## src/design/tle_pkg.sv

```systemverilog
// ----------------------------------------------------------------------------
// tle_pkg
// Types and constants shared by the terminal line editor modules.
// ----------------------------------------------------------------------------
package tle_pkg;

   localparam logic [7:0] KEY_LF     = 8'h0A;
   localparam logic [7:0] KEY_CR     = 8'h0D;
   localparam logic [7:0] KEY_SOH    = 8'h01;
   localparam logic [7:0] KEY_ETX    = 8'h03;
   localparam logic [7:0] KEY_EOT    = 8'h04;
   localparam logic [7:0] KEY_ENQ    = 8'h05;
   localparam logic [7:0] KEY_BS     = 8'h08;
   localparam logic [7:0] KEY_VT     = 8'h0B;
   localparam logic [7:0] KEY_FF     = 8'h0C;
   localparam logic [7:0] KEY_NAK    = 8'h15;
   localparam logic [7:0] KEY_ETB    = 8'h17;
   localparam logic [7:0] KEY_ESC    = 8'h1B;
   localparam logic [7:0] KEY_DEL    = 8'h7F;
   localparam logic [7:0] KEY_LBRACK = 8'h5B;
   localparam logic [7:0] KEY_SS3_O  = 8'h4F;
   localparam logic [7:0] KEY_TILDE  = 8'h7E;
   localparam logic [7:0] KEY_FIN_RIGHT = 8'h43;
   localparam logic [7:0] KEY_FIN_LEFT  = 8'h44;
   localparam logic [7:0] KEY_FIN_HOME  = 8'h48;
   localparam logic [7:0] KEY_FIN_END   = 8'h46;
   localparam logic [6:0] SEQ_HOME1  = 7'd1;
   localparam logic [6:0] SEQ_DELETE = 7'd3;
   localparam logic [6:0] SEQ_END1   = 7'd4;
   localparam logic [6:0] SEQ_HOME2  = 7'd15;
   localparam logic [6:0] SEQ_END2   = 7'd17;

   typedef enum logic [2:0] {
      KIND_STATUS = 3'd0,
      KIND_BYTE   = 3'd1,
      KIND_EMPTY  = 3'd2,
      KIND_ABORT  = 3'd3,
      KIND_EOF    = 3'd4,
      KIND_CLEAR  = 3'd5,
      KIND_FULL   = 3'd6
   } kind_type;

   typedef enum logic [2:0] {
      PH_IDLE = 3'd0,
      PH_ESC  = 3'd1,
      PH_CSI  = 3'd2,
      PH_NUM1 = 3'd3,
      PH_NUM2 = 3'd4,
      PH_SS3  = 3'd5
   } phase_type;

   typedef enum logic [2:0] {
      ACT_NONE  = 3'd0,
      ACT_LEFT  = 3'd1,
      ACT_RIGHT = 3'd2,
      ACT_HOME  = 3'd3,
      ACT_END   = 3'd4,
      ACT_DEL   = 3'd5
   } act_type;

   typedef enum logic [2:0] {
      ST_IDLE   = 3'd0,
      ST_SHIFT  = 3'd1,
      ST_SCAN   = 3'd2,
      ST_EMIT   = 3'd3,
      ST_RESULT = 3'd4
   } state_type;

   // chain command to every cell
   typedef enum logic [1:0] {
      CH_HOLD  = 2'd0,
      CH_LEFT  = 2'd1,   // take neighbor above (cut)
      CH_RIGHT = 2'd2,   // take neighbor below (insert)
      CH_ROT   = 2'd3    // rotate toward index zero
   } chain_cmd_type;

   typedef struct packed {
      chain_cmd_type cmd;
      logic [6:0]    lo;     // cells at or above lo take part
      logic          put;    // write put_byte into cell lo
      logic [7:0]    put_byte;
   } chain_ctl_type;

   function automatic logic is_space(input logic [7:0] b);
      return (b == 8'h20) || (b >= 8'd9 && b <= 8'd13);
   endfunction

endpackage

```

## src/design/tle_cell.sv

```systemverilog
// ----------------------------------------------------------------------------
// tle_cell
// One byte of the line; shifts with its neighbors under a shared command.
// ----------------------------------------------------------------------------
module tle_cell (
   input  logic                   clock,
   input  tle_pkg::chain_ctl_type ctl,
   input  logic                   active,
   input  logic                   put_here,
   input  logic [7:0]             from_below,
   input  logic [7:0]             from_above,
   input  logic [7:0]             from_wrap,
   input  logic                   is_top,
   output logic [7:0]             data
);
   import tle_pkg::*;

   logic [7:0] data_ff, data_in;

   always_comb begin
      data_in = data_ff;
      if (put_here) begin
         data_in = ctl.put_byte;
      end else if (active) begin
         case (ctl.cmd)
            CH_LEFT:  data_in = from_above;
            CH_RIGHT: data_in = from_below;
            CH_ROT:   data_in = is_top ? from_wrap : from_above;
            default:  data_in = data_ff;
         endcase
      end
   end

   always_ff @(posedge clock) begin
      data_ff <= data_in;
   end

   assign data = data_ff;
endmodule

```

## src/design/tle_chain.sv

```systemverilog
// ----------------------------------------------------------------------------
// tle_chain
// Row of line cells; cell zero is the line start.
// ----------------------------------------------------------------------------
module tle_chain #(
   parameter int LINE_CAP = 64
) (
   input  logic                   clock,
   input  tle_pkg::chain_ctl_type ctl,
   output logic [LINE_CAP*8-1:0]  cells
);
   import tle_pkg::*;

   logic [7:0] q [LINE_CAP];

   for (genvar g = 0; g < LINE_CAP; g++) begin : g_cell
      logic [7:0] below, above;
      if (g == 0) begin : g_b0
         assign below = 8'h00;
      end else begin : g_b
         assign below = q[g-1];
      end
      if (g == LINE_CAP - 1) begin : g_a0
         assign above = 8'h00;
      end else begin : g_a
         assign above = q[g+1];
      end
      tle_cell u_cell (
         .clock      (clock),
         .ctl        (ctl),
         .active     (7'(g) >= ctl.lo),
         .put_here   (ctl.put && 7'(g) == ctl.lo),
         .from_below (below),
         .from_above (above),
         .from_wrap  (q[0]),
         .is_top     (g == LINE_CAP - 1),
         .data       (q[g])
      );
      assign cells[g*8 +: 8] = q[g];
   end
endmodule

```

## src/design/terminal_line_editor.sv

```systemverilog
// ----------------------------------------------------------------------------
// terminal_line_editor
// VT100 / Emacs key line editor built on a shifting row of byte cells.
// ----------------------------------------------------------------------------
// Each key is registered on acceptance and decoded in ST_RESULT, which registers
// the beat of a simple key or an insert; a cut first shifts the cells left one
// byte at a time in ST_SHIFT, and Ctrl-W first scans back in ST_SCAN. Enter then
// emits one beat per cycle while the receiver does not stall, up to LINE_CAP beats.
// One key at a time: a new key is taken only after the last key's beats are taken.
// Reset clears length, cursor and escape state; cell contents are undefined.
module terminal_line_editor #(
   parameter int LINE_CAP = 64
) (
   input  logic        clock,
   input  logic        reset,
   input  logic        req_tvalid,
   output logic        req_tready,
   input  logic [7:0]  req_tdata,   // [7:0] key_byte
   output logic        rsp_tvalid,
   input  logic        rsp_tready,
   output logic [31:0] rsp_tdata,   // [2:0] kind, [10:3] line_char,
                                    // [17:11] line_length, [24:18] cursor_pos,
                                    // [31:25] zero
   output logic        rsp_tlast,
   output logic        rsp_tuser    // redraw
);
   import tle_pkg::*;

   localparam logic [6:0] CAP = 7'(LINE_CAP);

   state_type     state_ff, state_in;
   phase_type     phase_ff, phase_in;
   logic [6:0]    len_ff, len_in, cur_ff, cur_in, seq_ff, seq_in;
   logic [6:0]    cnt_ff, cnt_in, p_ff, p_in;
   logic          wsp_ff, wsp_in;
   logic [7:0]    key_ff, key_in;
   kind_type      okind_ff, okind_in;
   logic [7:0]    ochar_ff, ochar_in;
   logic          ord_ff, ord_in, olast_ff, olast_in, ov_ff, ov_in;
   logic [6:0]    olen_ff, olen_in, ocur_ff, ocur_in;
   chain_ctl_type ctl;
   logic [LINE_CAP*8-1:0] cells;
   logic [7:0]    c0, cp, cpm;

   tle_chain #(.LINE_CAP(LINE_CAP)) u_chain (.clock(clock), .ctl(ctl), .cells(cells));

   assign c0  = cells[7:0];
   assign cp  = cells[p_ff[$clog2(LINE_CAP)-1:0]*8 +: 8];
   assign cpm = cells[(p_ff[$clog2(LINE_CAP)-1:0] - 1'b1)*8 +: 8];

   // decode one key; cuts shift one place per cycle, counted in cnt
   always_comb begin
      logic [7:0] b;
      logic dig;
      act_type act;
      b = key_ff;
      dig = b >= 8'h30 && b <= 8'h39;
      act = ACT_NONE;
      state_in = state_ff; phase_in = phase_ff; len_in = len_ff; cur_in = cur_ff;
      seq_in = seq_ff; cnt_in = cnt_ff; p_in = p_ff; wsp_in = wsp_ff;
      key_in = key_ff;
      okind_in = okind_ff; ochar_in = ochar_ff; ord_in = ord_ff;
      olast_in = olast_ff; ov_in = ov_ff; olen_in = olen_ff; ocur_in = ocur_ff;
      ctl = '{cmd: CH_HOLD, lo: 7'd0, put: 1'b0, put_byte: 8'h00};
      req_tready = 1'b0;
      if (ov_ff && rsp_tready) ov_in = 1'b0;
      case (state_ff)
         ST_IDLE: begin
            req_tready = !ov_ff;
            if (req_tvalid && !ov_ff) begin
               key_in = req_tdata;
               state_in = ST_RESULT;
            end
         end
         ST_RESULT: begin
            okind_in = KIND_STATUS; ochar_in = 8'h00; ord_in = 1'b0; olast_in = 1'b1;
            state_in = ST_IDLE;
            if (phase_ff != PH_IDLE) begin
               phase_in = PH_IDLE;
               case (phase_ff)
                  PH_ESC: begin
                     if (b == KEY_LBRACK) phase_in = PH_CSI;
                     else if (b == KEY_SS3_O) phase_in = PH_SS3;
                  end
                  PH_CSI, PH_SS3: begin
                     if (phase_ff == PH_CSI && dig) begin
                        seq_in = {3'd0, b[3:0]}; phase_in = PH_NUM1;
                     end else if (b == KEY_FIN_RIGHT) act = ACT_RIGHT;
                     else if (b == KEY_FIN_LEFT) act = ACT_LEFT;
                     else if (b == KEY_FIN_HOME) act = ACT_HOME;
                     else if (b == KEY_FIN_END) act = ACT_END;
                  end
                  PH_NUM1: begin
                     if (b == KEY_TILDE) begin
                        if (seq_ff == SEQ_HOME1) act = ACT_HOME;
                        else if (seq_ff == SEQ_DELETE) act = ACT_DEL;
                        else if (seq_ff == SEQ_END1) act = ACT_END;
                     end else if (dig) begin
                        seq_in = 7'((seq_ff * 7'd10) + {3'd0, b[3:0]});
                        phase_in = PH_NUM2;
                     end
                  end
                  PH_NUM2: begin
                     if (b == KEY_TILDE) begin
                        if (seq_ff == SEQ_HOME2) act = ACT_HOME;
                        else if (seq_ff == SEQ_END2) act = ACT_END;
                     end
                  end
                  default: ;
               endcase
               case (act)
                  ACT_LEFT: begin
                     ord_in = 1'b1; if (cur_ff != 7'd0) cur_in = cur_ff - 7'd1;
                  end
                  ACT_RIGHT: begin
                     ord_in = 1'b1; if (cur_ff < len_ff) cur_in = cur_ff + 7'd1;
                  end
                  ACT_HOME: begin ord_in = 1'b1; cur_in = 7'd0; end
                  ACT_END: begin ord_in = 1'b1; cur_in = len_ff; end
                  ACT_DEL: if (cur_ff < len_ff) begin
                     ord_in = 1'b1; p_in = cur_ff; cnt_in = 7'd1; state_in = ST_SHIFT;
                  end
                  default: ;
               endcase
               if (state_in == ST_IDLE) begin
                  ov_in = 1'b1; olen_in = len_in; ocur_in = cur_in;
               end
            end else if (b == KEY_LF || b == KEY_CR) begin
               if (len_ff == 7'd0) begin
                  okind_in = KIND_EMPTY; ov_in = 1'b1; olen_in = 7'd0; ocur_in = 7'd0;
               end else begin
                  cnt_in = len_ff; len_in = 7'd0; cur_in = 7'd0; state_in = ST_EMIT;
               end
            end else if (b == KEY_ETX) begin
               len_in = 7'd0; cur_in = 7'd0; okind_in = KIND_ABORT; ov_in = 1'b1;
               olen_in = 7'd0; ocur_in = 7'd0;
            end else if (b == KEY_BS || b == KEY_DEL) begin
               if (cur_ff != 7'd0) begin
                  ord_in = 1'b1; p_in = cur_ff - 7'd1; cnt_in = 7'd1; state_in = ST_SHIFT;
               end else begin
                  ov_in = 1'b1; olen_in = len_ff; ocur_in = cur_ff;
               end
            end else if (b == KEY_NAK) begin
               ord_in = 1'b1;
               if (cur_ff != 7'd0) begin
                  p_in = 7'd0; cnt_in = cur_ff; state_in = ST_SHIFT;
               end else begin
                  ov_in = 1'b1; olen_in = len_ff; ocur_in = cur_ff;
               end
            end else if (b == KEY_ETB) begin
               ord_in = 1'b1;
               if (cur_ff != 7'd0) begin
                  p_in = cur_ff - 7'd1; wsp_in = 1'b1; state_in = ST_SCAN;
               end else begin
                  ov_in = 1'b1; olen_in = len_ff; ocur_in = cur_ff;
               end
            end else if (b >= 8'h20 && b <= 8'h7E) begin
               if (len_ff >= CAP) begin
                  okind_in = KIND_FULL; ov_in = 1'b1; olen_in = len_ff; ocur_in = cur_ff;
               end else begin
                  ctl = '{cmd: CH_RIGHT, lo: cur_ff, put: 1'b1, put_byte: b};
                  cur_in = cur_ff + 7'd1; len_in = len_ff + 7'd1; ord_in = 1'b1;
                  ov_in = 1'b1; olen_in = len_in; ocur_in = cur_in;
               end
            end else begin
               case (b)
                  KEY_EOT: if (len_ff == 7'd0) okind_in = KIND_EOF;
                  KEY_ESC: phase_in = PH_ESC;
                  KEY_SOH: begin ord_in = 1'b1; cur_in = 7'd0; end
                  KEY_ENQ: begin ord_in = 1'b1; cur_in = len_ff; end
                  KEY_VT:  begin ord_in = 1'b1; len_in = cur_ff; end
                  KEY_FF:  begin ord_in = 1'b1; okind_in = KIND_CLEAR; end
                  default: ;
               endcase
               ov_in = 1'b1; olen_in = len_in; ocur_in = cur_in;
            end
         end
         ST_SCAN: begin
            // skip spaces back, then the word back, one byte per cycle
            if (p_ff == 7'd0) begin
               cnt_in = cur_ff; state_in = ST_SHIFT;
            end else if (wsp_ff) begin
               if (is_space(cp)) p_in = p_ff - 7'd1;
               else wsp_in = 1'b0;
            end else begin
               if (!is_space(cpm)) p_in = p_ff - 7'd1;
               else begin cnt_in = cur_ff - p_ff; state_in = ST_SHIFT; end
            end
         end
         ST_SHIFT: begin
            if (cnt_ff != 7'd0) begin
               ctl = '{cmd: CH_LEFT, lo: p_ff, put: 1'b0, put_byte: 8'h00};
               cnt_in = cnt_ff - 7'd1; len_in = len_ff - 7'd1;
            end else begin
               cur_in = p_ff; state_in = ST_IDLE;
               ov_in = 1'b1; olen_in = len_ff; ocur_in = p_ff;
            end
         end
         ST_EMIT: begin
            if (!ov_ff || rsp_tready) begin
               ctl = '{cmd: CH_ROT, lo: 7'd0, put: 1'b0, put_byte: 8'h00};
               okind_in = KIND_BYTE; ochar_in = c0; ord_in = 1'b0;
               olast_in = (cnt_ff == 7'd1); ov_in = 1'b1; olen_in = 7'd0; ocur_in = 7'd0;
               cnt_in = cnt_ff - 7'd1;
               if (cnt_ff == 7'd1) state_in = ST_IDLE;
            end
         end
         default: state_in = ST_IDLE;
      endcase
   end

   always_ff @(posedge clock) begin
      if (reset) begin
         state_ff <= ST_IDLE; phase_ff <= PH_IDLE; len_ff <= 7'd0; cur_ff <= 7'd0;
         seq_ff <= 7'd0; ov_ff <= 1'b0;
      end else begin
         state_ff <= state_in; phase_ff <= phase_in; len_ff <= len_in; cur_ff <= cur_in;
         seq_ff <= seq_in; ov_ff <= ov_in;
      end
      cnt_ff <= cnt_in; p_ff <= p_in; wsp_ff <= wsp_in; key_ff <= key_in;
      okind_ff <= okind_in; ochar_ff <= ochar_in; ord_ff <= ord_in;
      olast_ff <= olast_in; olen_ff <= olen_in; ocur_ff <= ocur_in;
   end

   assign rsp_tvalid = ov_ff;
   assign rsp_tdata  = {7'd0, ocur_ff, olen_ff, ochar_ff, okind_ff};
   assign rsp_tlast  = olast_ff;
   assign rsp_tuser  = ord_ff;

   a_len_cap: assert property (@(posedge clock) disable iff (reset) len_ff <= CAP)
      else $error("line length above capacity");
   a_cur_len: assert property (@(posedge clock) disable iff (reset)
      state_ff == ST_IDLE |-> cur_ff <= len_ff) else $error("cursor past line end");
   a_ready: assert property (@(posedge clock) disable iff (reset)
      req_tready |-> state_ff == ST_IDLE && !ov_ff) else $error("ready while busy");
endmodule

```

## config.mk

```make
export PLATFORM = sky130hd
export DESIGN_NAME = terminal_line_editor
export DESIGN_NICKNAME = d
export VERILOG_FILES = /design/src/design/tle_pkg.sv /design/src/design/tle_cell.sv /design/src/design/tle_chain.sv /design/src/design/terminal_line_editor.sv
export SDC_FILE = /design/constraint.sdc
export NUM_CORES = 2
export LEC_CHECK = 0
export ABC_AREA = 1
export BUFFER_PORTS_ARGS = -buffer_cell sky130_fd_sc_hd__buf_4
export CAP_MARGIN = 10
export CORE_MARGIN = 1.5
export CORE_UTILIZATION = 25
export CTS_BUF_LIST = sky130_fd_sc_hd__clkbuf_4 sky130_fd_sc_hd__clkbuf_8 sky130_fd_sc_hd__clkbuf_16
export DETAILED_ROUTE_END_ITERATION = 6
export GPL_ROUTABILITY_DRIVEN = 0
export PLACE_DENSITY = 0.44
export SYNTH_ARGS = -nofsm -noshare
export SYNTH_HDL_FRONTEND = slang
export SYNTH_SLANG_ARGS = --single-unit
```

## constraint.sdc

```tcl
create_clock -name clock -period 4.4 [get_ports clock]
set_input_delay 0.44 -clock clock [delete_from_list [all_inputs] [get_ports clock]]
set_output_delay 0.44 -clock clock [all_outputs]
set_load 0.01 [all_outputs]
```

# ---- Yosys cells after proc, flatten, opt, wreduce, memory -nomap -nowiden
# Cells that the tools add are included.
dict set report totals {
  n_memories 0
  mem_bits_ro 0
  ff_bits 590
  mem_bits_rw 0
  in_bits 12
  latch_bits 0
}
dict set report classes {
  reduce_logical 299
  bitwise 0
  n_lt_le_gt_ge 74
  div 0
  muxes 391
  eq_ne 153
  n_mul 1
  addsub 9
  n_shift 2
}
# operator n
set op_table {}
lappend op_table {{two-way mux 8 bit} 129}
lappend op_table {{one-hot mux 8 bit (2 select lines)} 64}
lappend op_table {{variable part select 512 x 10 -> 8 bit} 1}
lappend op_table {{variable part select 512 x 33 -> 8 bit} 1}
lappend op_table {{two-way mux 7 bit} 73}
lappend op_table {{== test 6 x 7 -> 1 bit (first input constant)} 32}
lappend op_table {{>= comparator 6 x 7 -> 1 bit (first input constant)} 32}
lappend op_table {{nonzero test 3 bit} 65}
lappend op_table {{two-way mux 18 bit} 9}
lappend op_table {{two-way mux 3 bit} 50}
lappend op_table {{nonzero test 2 bit} 69}
lappend op_table {{AND reduction 2 bit} 66}
lappend op_table {{== test 5 x 7 -> 1 bit (first input constant)} 16}
lappend op_table {{>= comparator 5 x 7 -> 1 bit (first input constant)} 16}
lappend op_table {{logical AND 1 bit} 71}
lappend op_table {{one-hot mux 7 bit (2 select lines)} 5}
lappend op_table {{== test 8 x 7 -> 1 bit (second input constant)} 8}
lappend op_table {{== test 4 x 7 -> 1 bit (first input constant)} 8}
lappend op_table {{>= comparator 4 x 7 -> 1 bit (first input constant)} 8}
lappend op_table {{one-hot mux 7 bit (4 select lines)} 2}
lappend op_table {{one-hot mux 18 bit (3 select lines)} 1}
lappend op_table {{inequality test 2 bit (second input constant)} 22}
lappend op_table {{one-hot mux 7 bit (3 select lines)} 2}
lappend op_table {{== test 8 x 4 -> 1 bit (second input constant)} 5}
lappend op_table {{61 further kinds} 174}

# ---- Depth between registers and ports, before layout
dict set report depth {
  word_depth 17
  mapped_depth 27
}

# ---- Hierarchy
# From an unflattened synthesis, not the netlist that was laid out.
dict set report unflattened {
  cells_unflattened 9270
  hier_area_um2 60167.7
}
# module area_each_um2 n_inst cells_per_inst
set by_module_without_submodules {}
lappend by_module_without_submodules {{tle_cell (u_chain.g_cell[30].u_cell ...)} 676.9 41 95}
lappend by_module_without_submodules {terminal_line_editor 15977.8 1 2951}
lappend by_module_without_submodules {{tle_cell (u_chain.g_cell[0].u_cell ...)} 666.9 23 95}
lappend by_module_without_submodules {tle_chain 1098.6 1 239}

# ---- Worst setup path before layout
# OpenSTA, ideal clock, no wires.
dict set report synth_path {
  path_type {flip-flop to flip-flop}
  startpoint {reg p_ff[0]}
  endpoint {reg p_ff[0] (enable)}
  path_slack_ps 106
  arrival_time_ps 3919
  stages_incl_launch_ff 22
  required_ps 4025
  setup_ps 375
  cell_sequence {edfxtp_1 inv_1 clkbuf_1 clkbuf_1 clkbuf_1 clkbuf_1 ha_1 clkbuf_1 clkbuf_1 clkbuf_1 a21oi_1 o21ai_0 nand3_1 nand3_1 nand3_1 nand3_1 nand2_1 o21ai_0 nand2_1 nand2_1 nand2_1 a31oi_1}
}
dict set report synth_via {
  elab_chain_cells 7
  elab_cells_between_ends 18
  cone_classes {add/sub: 1; order compare: 4; eq/ne: 5; shift: 2; reduce/logical: 6}
}
# item line_no
set synth_rtl {}
lappend synth_rtl {{start, declared} terminal_line_editor.sv:34} ;# logic [6:0] cnt_ff, cnt_in, p_ff, p_in;
lappend synth_rtl {{start signal, assigned} terminal_line_editor.sv:220} ;# cnt_ff <= cnt_in; p_ff <= p_in; wsp_ff <= wsp_in; key_ff <= key_in;
lappend synth_rtl {{subtractor 6 x 1 -> 7 bit} terminal_line_editor.sv:49} ;# assign cpm = cells[(p_ff[$clog2(LINE_CAP)-1:0] - 1'b1)*8 +: 8];
lappend synth_rtl {{variable part select 512 x 33 -> 8 bit} terminal_line_editor.sv:49}
lappend synth_rtl {{>= comparator 8 x 4 -> 1 bit or <= comparator 8 x 4 -> 1 bit (tied branches)} tle_pkg.sv:85} ;# return (b == 8'h20) || (b >= 8'd9 && b <= 8'd13);
lappend synth_rtl {{logical AND 1 bit} tle_pkg.sv:85}
lappend synth_rtl {{logical OR 1 bit} tle_pkg.sv:85}
lappend synth_rtl {{inequality test 3 bit (no source line)} -}
lappend synth_rtl {{AND reduction 10 bit (no source line) (*)} -}
# Mark *: on every way between the ends. The rest lies on a longest branch, timed or not.
# A chain may end at the register's enable or synchronous reset.

# ---- Worst setup path after layout
dict set report layout_path {
  startpoint {reg p_ff[1]}
  endpoint {reg cnt_ff[4] (enable)}
}
dict set report layout_via {
  elab_chain_cells 7
  elab_cells_between_ends 11
  cone_classes {add/sub: 1; order compare: 2; eq/ne: 3; shift: 1; reduce/logical: 4}
}
# item line_no
set layout_rtl {}
lappend layout_rtl {{subtractor 6 x 1 -> 7 bit} terminal_line_editor.sv:49}
lappend layout_rtl {{variable part select 512 x 33 -> 8 bit} terminal_line_editor.sv:49}
lappend layout_rtl {{>= comparator 8 x 4 -> 1 bit or <= comparator 8 x 4 -> 1 bit (tied branches)} tle_pkg.sv:85}
lappend layout_rtl {{logical AND 1 bit} tle_pkg.sv:85}
lappend layout_rtl {{logical OR 1 bit} tle_pkg.sv:85}
lappend layout_rtl {{inequality test 3 bit (no source line)} -}
lappend layout_rtl {{AND reduction 11 bit (no source line) (*)} -}
lappend layout_rtl {{end signal, assigned} terminal_line_editor.sv:220}
lappend layout_rtl {{end, declared} terminal_line_editor.sv:34}
# Marks and branches as above.

==> results by stage <==
Finish:
- In the final layout, the share of cells above drive strength 1 is 0.08371.
- Relative to the synthesized area, the layout overhead comes to 14.59%.
- The post-route cell area is between 40000 and 50000 um2.
- The flip-flop count of the largest register, all copies and words added is between 500 and 600.
- The count of nets after finishing is 5962.
- The final-layout fill cell count is approximately 19k.

Synthesis:
- The commonest cells after synthesis are 1541 x nand2_1, 940 x o21ai_0, 581 x inv_1.
- Yosys printed 0 warnings.
- For this run, the leading register cell type out of synthesis is edfxtp_1.
- After technology mapping, the gate count stands at between 5k and 6k.
- Synthesis instantiated between 50 and 60 different standard cells from the library.
- Of the post-synthesis cell area, the dominant cell type holds 0.3959.
- Yosys mapped a number of flops with a built-in enable equal to approximately 560.
- The synthesized area per cell is 7.125 um2.
- The part of the Yosys area used for sequential elements is 0.4090.
- The most frequent cell after synthesis is nand2_1.
- The synthesized netlist occupies a cell area of between 40000 and 50000 um2.
- The library cell with the largest summed area after synthesis is edfxtp_1.
- In the post-synthesis netlist, the biggest area contributors are edfxtp_1 40%, nand2_1 14%, o21ai_0 11%, nand3_1 5.4%, inv_1 5.1%.
- The flop and latch count out of synthesis is 590.
- The async set-or-reset flop fraction in the synthesized netlist is 0.

Floorplanning:
- The initial utilization of the core area, before any placement, comes to 0.2518.
- The total area inside the core boundary comes to 169300 um2.
- The number of cell rows is around 150.
- The die is a little over 400 um tall.
- The die extent in x is about 420 um.
- The die covers roughly 170000 um2.
- The number of I/O pins is 48.

CTS:
- The total setup buffers inserted after CTS is 0.
- The number of buffers added by the clock tree synthesis step is 77.
- The cell chosen for the clock root is clkbuf_16.
- At the later pin of the worst-skew pair, clock insertion delay measures between 0.7 and 0.8 ns.
- The H-tree depth reported by CTS is 3.
- The number of buffers between clock root and the deepest sink is 3.
- The clock sink total is 590.
- The clock tree from TritonCTS is done.
- The clock-pin slew on the worst setup and hold paths is roughly 0.070 ns.

Global route:
- The first-pass GRT wire length is around 290 mm.
- Entering global routing, the biggest net connects between 150 and 200 pins.
- The via count of the first global-routing pass came to 41.38k.
- The number of antenna violations at the first check in global routing is 7.
- The global-route total usage across every layer is 0.2279.
- Summed over all layers, the global routing overflow is 0.

Placement:
- Buffers placed on the I/O ports in this run total 40.
- After detailed placement, the total cell area comes to about 46000 um2.
- After legalization and detailed placement, the total HPWL measured roughly 140 mm.
- At the placement stage, the worst setup path has a slack of 0.2070 ns.

Setup path:
- The worst setup path is of the register to register kind.
- The worst setup path is captured at a register.
- Along the worst path, the maximum fanout reaches 51.
- The worst setup path is launched from a register.
- The data required time at the worst endpoint is 4.83 ns.
- Data arrives at the worst endpoint at 4.72 ns.
- For flop-to-flop paths, the worst setup slack is between 0.1 and 0.15 ns.
- The number of cells on the worst reg-to-reg path is 18.
- The startpoint of the worst register-to-register path is p_ff[1]$_DFFE_PP_.
- The reg-to-reg endpoint is cnt_ff[4]$_DFFE_PP_.

Status:
- The flow ran to the end, and the final reports show no timing, DRC or antenna violations.

Timing:
- The remaining max-slew budget at the tightest pin is 0.1892.
- The highest clock rate is roughly 230 MHz.
- At the pin with the least slew margin, the transition time is roughly 1.2 ns.
- Of the available clock period, the critical path in the final layout requires 0.9763.
- For the final routed database, the setup TNS stands at 0 ns.
- The number of pins exceeding their max-slew limit in the final report is 0.
- The worst path meets setup with approximately 0.10 ns of slack.
- The worst clock skew is 0.04164 ns.
- The final count of negative-setup-slack endpoints is 0.
- The number of hold violations in the final report was 0.
- Setup repair after global routing left no endpoint under its margin.
- For the finished layout, the period the worst path requires is around 4.3 ns.

Worst hold path:
- In this run the most critical hold path is launched from rsp_tready.
- The tightest min-delay check is of the input port to register type.
- The path with the worst hold slack has its endpoint at rsp_tvalid$_SDFF_PP0_.
- The worst hold path passes through 4 cells.

Drt:
- Once detail routing completed, the nets flagged for antenna violations numbered 0.
- The detailed router finished its first iteration with 5735 violations.
- The final routed wire length divided by cell count is about 25 um.
- The first detailed-routing pass ran for 6 iterations.
- The number of remaining DRC errors is 0.
- Using the TritonRoute via totals, the vias-per-cell ratio works out to 5.415.
- The final wirelength is just over 200 mm.
- The count of vias placed by the detailed router is 44.36k.

Flow run:
- The tool flagged a number of max-cap violations equal to 0.

Power:
- Dividing total power by cell area gives a power density of 883.6 nW/um2.
- For this design the static power due to leakage is 0.02039 uW.
- The maximum ir drop on the vdd rail is about 0.56 mV.
-- placed cells by master (no fill, tap or decap), drive strengths merged, types with 5 or more instances in the layout --
| master | count |
|---|---|
| nor4 | 6 |
| ha | 32 |
| nand2 | 1544 |
| buf | 281 |
| o21a | 5 |
| dlygate4sd3 | 10 |
| o21ai | 1121 |
| o2111ai | 12 |
| dfxtp | 28 |
| xor2 | 16 |
| bufinv | 8 |
| a31oi | 19 |
| clkbuf | 97 |
| o211ai | 264 |
| nand4 | 45 |
| nor2 | 290 |
| edfxtp | 562 |
| nor3 | 39 |
| a211oi | 26 |
| inv | 613 |
| o31ai | 12 |
| or2 | 5 |
| a21oi | 302 |
| clkinv | 39 |
| a22oi | 23 |
| a221oi | 16 |
| o221ai | 9 |
| xnor2 | 6 |
| nand3 | 468 |
| o22ai | 37 |
| conb | 7 |
-- kinds of logic after synthesis --
family,synth area share
adders and majority gates,0.01080
xor gates and xnor gates,0.004520
other,0.00008796
AOI/OAI and AO/OA,0.2457
DFF,0.4090
and+or+nand+nor,0.2338
muxes,0.0009392
buffers and inverters,0.09512
-- how the worst max path moves through the flow --
stage,from,end,cells past startpoint
floorplan,p_ff[0]$_DFFE_PP_,p_ff[0]$_DFFE_PP_,21
global placement,state_ff[0]$_SDFFE_PP0P_,u_chain.g_cell[63].u_cell.data[3]$_DFFE_PP_,14
detailed placement,state_ff[0]$_SDFFE_PP0P_,u_chain.g_cell[63].u_cell.data[5]$_DFFE_PP_,14
CTS,state_ff[0]$_SDFFE_PP0P_,u_chain.g_cell[63].u_cell.data[2]$_DFFE_PP_,14
global route,key_ff[1]$_DFFE_PP_,u_chain.g_cell[28].u_cell.data[6]$_DFFE_PP_,12
finish,p_ff[1]$_DFFE_PP_,cnt_ff[4]$_DFFE_PP_,18
-- routing by layer --
metal / GRT usage / vias up / wire length (um)
met5: 0 / - / 36
met4: 0.08046 / 6 / 7800
met3: 0.03747 / 372 / 16220
met2: 0.3575 / 2069 / 91030
met1: 0.3146 / 21430 / 89800
li1: - / 20480 / -
-- area by class of cell --
cell class | instances | area [um2] | share of cell area
Multi-Input combinational cell | 4333 | 21210 | 0.4343
Sequential cell | 590 | 17440 | 0.3569
Tap cell | 2218 | 2775 | 0.05681
Timing Repair Buffer | 292 | 2517 | 0.05153
Inverter | 621 | 2345 | 0.04800
Clock buffer | 96 | 2122 | 0.04344
Clock inverter | 41 | 435.4 | 0.008913
Antenna cell | 2 | 5.005 | 0.0001025
-- worst max-delay path: stages (launching register included) --
cell and delay (ns):
edfxtp_1 0.50, clkinv_2 0.15, ha_4 0.39, inv_4 0.14
buf_12 0.30, buf_4 0.49, nand3_1 0.18, nand3_1 0.10
nand4_1 0.19, nand3_1 0.17, nand3_1 0.09, nand3_1 0.10
nand2_1 0.06, nor2_1 0.09, nand2_1 0.05, nor2_1 0.36
nand3_1 0.21, a21oi_1 0.18, buf_4 0.19
-- repair_timing --
action / in CTS / in global routing
setup endpoints to repair: 0 / 24
hold buffers: 10 / 0
gates resized for setup: 0 / 3
endpoints found under the hold margin: 10 / 0
-- metrics by stage --
step	util	power (uW)	hold slack [ns]	instances
detailed placement	0.2726	35840	0.4614	8042
global placement	0.2726	35760	0.4616	8042
global route	0.2885	45820	0.2046	8191
finish	0.2886	43160	0.2171	8193
CTS	0.2883	42690	0.1704	8189
floorplan	-	25770	0.4453	5989
-- report_power, final --
group	switching, uW	internal [uW]	total [uW]
combinational	17500	7050	24500
clock	2800	3890	6690
sequential	2010	9950	12000
total	22300	20900	43200
No activity file was read; power rests on OpenSTA's default activity.
